<file path="src/rtl/ssnds_pkg.sv">
package ssnds_pkg;

    typedef enum logic [1:0] {
        FUNC_NUMBER = 2'd0,
        FUNC_TEXT   = 2'd1,
        FUNC_SCAN   = 2'd2,
        FUNC_NONE   = 2'd3
    } t_func;

    typedef enum logic [1:0] {
        ST_IDLE  = 2'd0,
        ST_PREP  = 2'd1,
        ST_DIGIT = 2'd2
    } t_state;

    localparam logic [1:0] REG_DECIMAL_PLACES = 2'd0;
    localparam logic [1:0] REG_DOT_MASK       = 2'd1;
    localparam logic [1:0] REG_LED_BITS       = 2'd2;

    localparam int MAG_W       = 14;
    localparam int QUOT_W      = 11;
    localparam int RECIP_W     = 13;
    localparam int RECIP_SHIFT = 16;

    localparam logic [MAG_W-1:0]   MAG_MAX_POS = 14'd9999;
    localparam logic [MAG_W-1:0]   MAG_MAX_NEG = 14'd999;
    localparam logic [RECIP_W-1:0] RECIP_TEN   = 13'd6554;

    localparam logic [6:0] CHAR_ZERO  = 7'h30;
    localparam logic [6:0] CHAR_MINUS = 7'h2D;
    localparam logic [6:0] CHAR_BLANK = 7'h20;

    localparam logic [7:0] SEG_TABLE [0:127] = '{
        8'h00, 8'h00, 8'h00, 8'h00, 8'h00, 8'h00, 8'h00, 8'h00,
        8'h00, 8'h00, 8'h00, 8'h00, 8'h00, 8'h00, 8'h00, 8'h00,
        8'h00, 8'h00, 8'h00, 8'h00, 8'h00, 8'h00, 8'h00, 8'h00,
        8'h00, 8'h00, 8'h00, 8'h00, 8'h00, 8'h00, 8'h00, 8'h00,
        8'h00, 8'h00, 8'h00, 8'h00, 8'h00, 8'h00, 8'h00, 8'h00,
        8'h00, 8'h00, 8'h00, 8'h00, 8'h00, 8'h02, 8'h00, 8'h00,
        8'hFC, 8'h60, 8'hDA, 8'hF2, 8'h66, 8'hB6, 8'hBE, 8'hE4,
        8'hFE, 8'hF6, 8'h00, 8'h00, 8'h00, 8'h00, 8'h00, 8'h00,
        8'h00, 8'hEE, 8'h00, 8'h9C, 8'h00, 8'h9E, 8'h8E, 8'h00,
        8'h6E, 8'h00, 8'h78, 8'h00, 8'h1C, 8'h00, 8'h00, 8'h00,
        8'hCE, 8'h00, 8'h00, 8'hB6, 8'h8C, 8'h7C, 8'h00, 8'h00,
        8'h00, 8'h00, 8'hDA, 8'h00, 8'h00, 8'h00, 8'h00, 8'h00,
        8'h00, 8'h00, 8'h3E, 8'h1A, 8'h7A, 8'h00, 8'h00, 8'h00,
        8'h00, 8'h98, 8'h00, 8'h00, 8'h00, 8'h00, 8'h2A, 8'h3A,
        8'h00, 8'h00, 8'h0A, 8'h00, 8'h00, 8'h00, 8'h38, 8'h00,
        8'h00, 8'h76, 8'h00, 8'h00, 8'h00, 8'h00, 8'h00, 8'h00
    };

    function automatic logic [7:0] char_seg(input logic [6:0] ch, input logic point);
        char_seg = {SEG_TABLE[ch][7:1], point};
    endfunction

endpackage

</file>
<file path="src/rtl/seven_segment_number_display_scan.sv">
// Channel   Dir  Bits                 Contents (lowest bit first)
// s_axis    in   tdata 64, tuser 2    number_value[31:0], text_char0..3; func
// m_axis    out  tdata 16             shift_word
// cfg       in   idx 2, data 4        decimal_places, dot_mask, led_bits
//
// set_text and scan_tick complete on acceptance; set_number goes through accept, clamp,
// then one digit per cycle through the shared divide-by-ten multiplier.
// A scan_tick result sits in the output register; a new item is taken while idle
// once that register is empty or being drained in the same cycle.
// Reset is synchronous, active low, and blanks the display.
module seven_segment_number_display_scan #(
    parameter int DIGIT_COUNT = 4
) (
    input  logic        i_clk,
    input  logic        i_rst_n,
    input  logic        i_cfg_we,
    input  logic [1:0]  i_cfg_idx,
    input  logic [3:0]  i_cfg_data,
    input  logic        s_axis_tvalid,
    output logic        s_axis_tready,
    input  logic [63:0] s_axis_tdata,   // number_value[31:0], text_char0..3 [59:32], pad
    input  logic [1:0]  s_axis_tuser,   // func
    output logic        m_axis_tvalid,
    input  logic        m_axis_tready,
    output logic [15:0] m_axis_tdata    // shift_word
);

    localparam int PH_W = $clog2(DIGIT_COUNT + 1);

    ssnds_pkg::t_state r_state, n_state;
    logic [2:0]  r_dp;
    logic [3:0]  r_dot, r_led;
    logic [7:0]  r_seg [4];
    logic [7:0]  n_seg [4];
    logic [PH_W-1:0] r_phase, n_phase;
    logic        r_out_valid, n_out_valid;
    logic [15:0] r_out_word, n_out_word;
    logic [31:0] r_bits, n_bits;
    logic        r_neg, n_neg;
    logic [ssnds_pkg::MAG_W-1:0] r_mag, n_mag;
    logic [1:0]  r_step, n_step;

    logic        accept;
    logic [3:0]  ph_ext;
    logic [31:0] abs_val;
    logic [ssnds_pkg::MAG_W+ssnds_pkg::RECIP_W-1:0] prod;
    logic [ssnds_pkg::QUOT_W-1:0] quot;
    logic [ssnds_pkg::MAG_W-1:0]  rem_full;
    logic [2:0]  fill;
    logic [6:0]  ch;
    logic        point;
    logic        ended;
    logic [6:0]  tch;
    logic [7:0]  sel;

    assign s_axis_tready = (r_state == ssnds_pkg::ST_IDLE) && (!r_out_valid || m_axis_tready);
    assign accept        = s_axis_tvalid && s_axis_tready;
    assign m_axis_tvalid = r_out_valid;
    assign m_axis_tdata  = r_out_word;

    assign ph_ext   = 4'(r_phase);
    assign abs_val  = r_bits[31] ? (32'd0 - r_bits) : r_bits;
    assign prod     = r_mag * ssnds_pkg::RECIP_TEN;
    assign quot     = prod[ssnds_pkg::RECIP_SHIFT +: ssnds_pkg::QUOT_W];
    assign rem_full = r_mag - (ssnds_pkg::MAG_W'(quot) * ssnds_pkg::MAG_W'(10));
    assign fill     = (r_dp <= 3'd4) ? r_dp : 3'd0;

    always_comb begin
        n_state     = r_state;
        n_seg       = r_seg;
        n_phase     = r_phase;
        n_out_valid = r_out_valid && !m_axis_tready;
        n_out_word  = r_out_word;
        n_bits      = r_bits;
        n_neg       = r_neg;
        n_mag       = r_mag;
        n_step      = r_step;
        ch          = ssnds_pkg::CHAR_BLANK;
        point       = 1'b0;
        ended       = 1'b0;
        tch         = ssnds_pkg::CHAR_BLANK;
        sel         = 8'd0;
        unique case (r_state)
            ssnds_pkg::ST_IDLE: begin
                if (accept) begin
                    unique case (ssnds_pkg::t_func'(s_axis_tuser))
                        ssnds_pkg::FUNC_NUMBER: begin
                            n_bits  = s_axis_tdata[31:0];
                            n_state = ssnds_pkg::ST_PREP;
                        end
                        ssnds_pkg::FUNC_TEXT: begin
                            for (int k = 0; k < 4; k++) begin
                                tch = s_axis_tdata[32 + 7*k +: 7];
                                if (tch == 7'd0) begin
                                    ended = 1'b1;
                                end
                                n_seg[k] = ssnds_pkg::char_seg(
                                    ended ? ssnds_pkg::CHAR_BLANK : tch, r_dot[3-k]);
                            end
                        end
                        ssnds_pkg::FUNC_SCAN: begin
                            n_out_valid = 1'b1;
                            if (ph_ext < 4'(DIGIT_COUNT)) begin
                                sel        = 8'd1 << ph_ext[2:0];
                                n_out_word = {(ph_ext < 4'd4) ? r_seg[ph_ext[1:0]] : 8'd0,
                                              sel | {r_led, 4'd0}};
                                n_phase    = r_phase + PH_W'(1);
                            end else begin
                                n_out_word = 16'd0;
                                n_phase    = '0;
                            end
                        end
                        default: begin
                        end
                    endcase
                end
            end
            ssnds_pkg::ST_PREP: begin
                n_neg  = r_bits[31];
                n_step = 2'd0;
                if (r_bits[31]) begin
                    n_mag = (abs_val >= 32'(ssnds_pkg::MAG_MAX_NEG)) ?
                            ssnds_pkg::MAG_MAX_NEG : abs_val[ssnds_pkg::MAG_W-1:0];
                end else begin
                    n_mag = (abs_val >= 32'(ssnds_pkg::MAG_MAX_POS)) ?
                            ssnds_pkg::MAG_MAX_POS : abs_val[ssnds_pkg::MAG_W-1:0];
                end
                n_state = ssnds_pkg::ST_DIGIT;
            end
            ssnds_pkg::ST_DIGIT: begin
                if (r_mag != '0) begin
                    ch    = ssnds_pkg::CHAR_ZERO + 7'(rem_full[3:0]);
                    n_mag = ssnds_pkg::MAG_W'(quot);
                end else if (3'(r_step) < fill) begin
                    ch = ssnds_pkg::CHAR_ZERO;
                end else if (r_neg) begin
                    ch    = ssnds_pkg::CHAR_MINUS;
                    n_neg = 1'b0;
                end
                point = ((r_dp != 3'd0) && (r_dp <= 3'd4) && (3'(r_step) == r_dp - 3'd1))
                        || r_dot[r_step];
                n_seg[2'd3 - r_step] = ssnds_pkg::char_seg(ch, point);
                n_step = r_step + 2'd1;
                if (r_step == 2'd3) begin
                    n_state = ssnds_pkg::ST_IDLE;
                end
            end
            default: begin
                n_state = ssnds_pkg::ST_IDLE;
            end
        endcase
    end

    always_ff @(posedge i_clk) begin
        if (!i_rst_n) begin
            r_state     <= ssnds_pkg::ST_IDLE;
            r_phase     <= '0;
            r_out_valid <= 1'b0;
            r_dp        <= 3'd0;
            r_dot       <= 4'd0;
            r_led       <= 4'd0;
            for (int k = 0; k < 4; k++) begin
                r_seg[k] <= 8'd0;
            end
        end else begin
            r_state     <= n_state;
            r_phase     <= n_phase;
            r_out_valid <= n_out_valid;
            r_seg       <= n_seg;
            if (i_cfg_we) begin
                unique case (i_cfg_idx)
                    ssnds_pkg::REG_DECIMAL_PLACES: r_dp  <= i_cfg_data[2:0];
                    ssnds_pkg::REG_DOT_MASK:       r_dot <= i_cfg_data;
                    ssnds_pkg::REG_LED_BITS:       r_led <= i_cfg_data;
                    default: begin
                    end
                endcase
            end
        end
    end

    always_ff @(posedge i_clk) begin
        r_out_word <= n_out_word;
        r_bits     <= n_bits;
        r_neg      <= n_neg;
        r_mag      <= n_mag;
        r_step     <= n_step;
    end

endmodule

</file>
<file path="config.mk">
export PLATFORM = sky130hd
export DESIGN_NAME = seven_segment_number_display_scan
export DESIGN_NICKNAME = d
export VERILOG_FILES = /design/src/rtl/ssnds_pkg.sv /design/src/rtl/seven_segment_number_display_scan.sv
export SDC_FILE = /design/constraint.sdc
export NUM_CORES = 1
export LEC_CHECK = 0
export BUFFER_PORTS_ARGS = -buffer_cell sky130_fd_sc_hd__buf_2
export CORE_MARGIN = 1.5
export CORE_UTILIZATION = 58
export CTS_BUF_LIST = sky130_fd_sc_hd__clkbuf_4 sky130_fd_sc_hd__clkbuf_8
export CTS_CLUSTER_DIAMETER = 30
export DETAILED_ROUTE_END_ITERATION = 6
export GPL_TIMING_DRIVEN = 0
export PLACE_DENSITY_LB_ADDON = 0.2
export SLEW_MARGIN = 10
export SYNTH_ARGS = -nofsm -noshare
export SYNTH_HDL_FRONTEND = slang
export SYNTH_SLANG_ARGS = --single-unit
</file>
<file path="constraint.sdc">
create_clock -name i_clk -period 6.37 [get_ports i_clk]
set_input_delay 0.637 -clock i_clk [delete_from_list [all_inputs] [get_ports i_clk]]
set_output_delay 0.637 -clock i_clk [all_outputs]
set_load 0.01 [all_outputs]
</file>
==> flow_summary.ini <==
[worst_setup_path]
path_common_cell = inv_1
startpoint_type = flip-flop
slowest_stage = fa_1
crit_required_ps = 6700
cp_max_fo = 8
cpPeakStageDelay_ps = 540
critPathKind = flip-flop to flip-flop
arrival_ps = 6960
end_kind = flip-flop

[yosys]
ys_ff_latch = 114
syn-cell-area_um2 = 12600
muxShareOfSynthArea_pct = 4.17
yosysTopAreaCell = edfxtp_1
synthCells = 1492
synthAdderAreaFrac_pct = 21.6
async_flop_share_pct = 0
synth_area_leaders = edfxtp_1 (15%), ha_1 (14%), dfxtp_1 (7.8%), fa_1 (7.6%), inv_1 (5.2%)
synth-compound-area-share_pct = 21.6
synth-edff-count = 65
synth.top_cell.area_share_pct = 15.5
synthXorXnorAreaFrac_pct = 2.63
yosysWarnings = 0
yosysSeqAreaShare_pct = 23.2
yosysUniqueCellTypes = 98
synth_fp_nets = 1758
synth_top_family_by_area = adder cells
synth_flop_cell = edfxtp_1
yosys.area_share.simple_pct = 19.0
syn_area_per_cell_um2 = 8.47

[cts]
cts_hold_buf = 0
cts-root-buf = clkbuf_8
clkSinkCount = 114
clock_latency_ps = 440
cts_tree = yes
clk_pin_slew_ps = 80
htree_levels = 4
clockBufferDepth = 2
cts_buffers = 17

[timing]
fmaxAchievable_ghz = 0.151
fin_skew_ps = 16.5
finalSetupViolations = 28
maxSlewViolCount = 0
slew_headroom_pct = 34.8
worstMarginPinSlew_ps = 970
whs_ps = 363
hold_viol_final = 0
grt_setup_unrepaired = true
finalCritPeriodShare_pct = 104
setup_slack_ps = -254
finalCriticalPeriod_ps = 6620

[global_routing]
overflow = 0
antenna_found_initial = 0
grt_pass1_vias = 11600
grt_max_degree = 33
grt.total_usage_pct = 33.1
grt_pass1_wl_mm = 59.4

[place]
hpwl_mm = 28.6
gp_congestion = 0.977
placed_area_um2 = 13400
dp_slack_ps = -993
port_buffers = 85

[pwr]
total_power_uw = 5490
p_per_area_nw_per_um2 = 381
ir_worst_vdd_mv = 0.859
leakage_uw = 0.00608

[floorplan]
fp.coreArea_um2 = 21200
die_w_um = 151
die_y_um = 151
dieArea_um2 = 22700
boundaryPins = 95
rows = 53
start_util_pct = 59.5

[worst_hold_path]
worstHoldPathType = primary input to flip-flop

[routing]
drt_wl_total_mm = 37.8
drc_errors = 1
ant_nets = 0
drt_first_pass_iters = 7
post_drt_via_cell_ratio = 6.39
vias = 12200
drt_iter0_drc = 1296
routedWlPerCell_um = 19.7

[cells_and_area]
drive_gt1_share_pct = 16.0
area_delta_synth_final_pct = 14.2
antenna_cells = 0
final_cell_area_um2 = 14400
nets = 1894

[run_status]
status = finished with violations
violations = DRC, setup timing

[flow_run]
drv_cap = 0
==> cell usage after synthesis, drive strengths merged (20+ instances only) <==
cell type    n
edfxtp      65
nor3        47
a211oi      20
nand4       27
nand2       93
nor2       114
mux2i       23
nor2b       36
nand3       45
a31oi       26
clkbuf      64
dfxtp       49
fa          48
ha         141
o21ai       96
a21oi       79
inv        176
==> state kept, by name, summed over array words and instances, names as in the netlist <==
signal / cells
r_bits: 32
r_neg: 1
r_phase: 3
m_axis_tdata: 16
r_dot: 4
r_led: 4
r_seg: 32
r_state: 2
r_dp: 3
r_mag: 14
m_axis_tvalid: 1
r_step: 2
==> path summary, 6_finish.rpt <==
path	from	endpoint	slack, ps	cells past startpoint
worst max register to register	r_mag[7]	r_seg[7]	-250	28
worst min register to register	r_led[1]	r_led[1]	490	2
worst max-delay path	r_mag[7]	r_seg[7]	-250	28
worst min-delay path	s_axis_tdata[27]	r_bits[27]	360	1
==> power by group <==
group	internal (µW)	total, µW	leakage, µW	switching (µW)
Clock	429	744	0.000208	315
Combinational	1590	3910	0.00488	2320
Sequential	810	838	0.000992	28.4
Total	2830	5490	0.00608	2660
==> cell families after synthesis <==
logic type,Yosys count
simple gates,460
compound gates,396
buf+inv,257
fa+ha+maj,189
flops,114
mux,39
xor+xnor,37
==> layout make-up <==
class                           instances  area (µm²)
Timing Repair Buffer                  117         693
Multi-Input combinational cell       1121        9030
Clock inverter                         14         186
Clock buffer                           18         241
Tap cell                              275         344
Buffer                                 78         324
Fill cell                            1706        6800
Inverter                              179         674
Sequential cell                       114        2930
==> routing by layer <==
metal | track usage, % | vias up | share of wire, %
li1 | - | 5690 | -
met1 | 42.6 | 5775 | 41
met2 | 56.0 | 671 | 48
met3 | 4.79 | 109 | 8.2
met4 | 13.3 | 0 | 3.6
met5 | 0 | - | 0
==> what timing repair did <==
item,in CTS,in global routing
pin swaps,23,25
setup endpoints to repair,28,28
gates resized for setup,38,29
buffers inserted,25,5
gates cloned,1,0
==> cell usage in the layout, fill, tap and decap left out, types with 19 or more instances in the layout <==
master	instances
inv_1	168
ha_1	132
nor2_1	112
buf_2	92
nand2_1	91
o21ai_0	88
a21oi_1	75
edfxtp_1	65
clkbuf_1	64
dfxtp_1	49
fa_1	46
nor3_1	45
nand3_1	41
nor2b_1	34
nand4_1	27
buf_4	27
a31oi_1	25
mux2i_1	22
a211oi_1	20
nand2b_1	19
==> worst max-delay path: cells and delay by family (launching register included) <==
family / cells / cell delay [ps]
mux: 1 / 360
xor+xnor: 3 / 530
fa+ha+maj: 8 / 3090
buf+inv: 8 / 580
compound gates: 8 / 1440
flops: 1 / 500
==> stage by stage <==
| step | instances | util [%] | TNS (ps) |
|---|---|---|---|
| 2_1_floorplan | 1492 | - | 0 |
| 3_3_place_gp | 1852 | 63.2 | -16850 |
| 3_5_place_dp | 1853 | 63.4 | -20690 |
| 4_1_cts | 1911 | 67.1 | -521 |
| 5_1_grt | 1916 | 68.0 | -12260 |
| 6_report | 1916 | 68.0 | -4470 |
(Power assumes the default switching activity.)
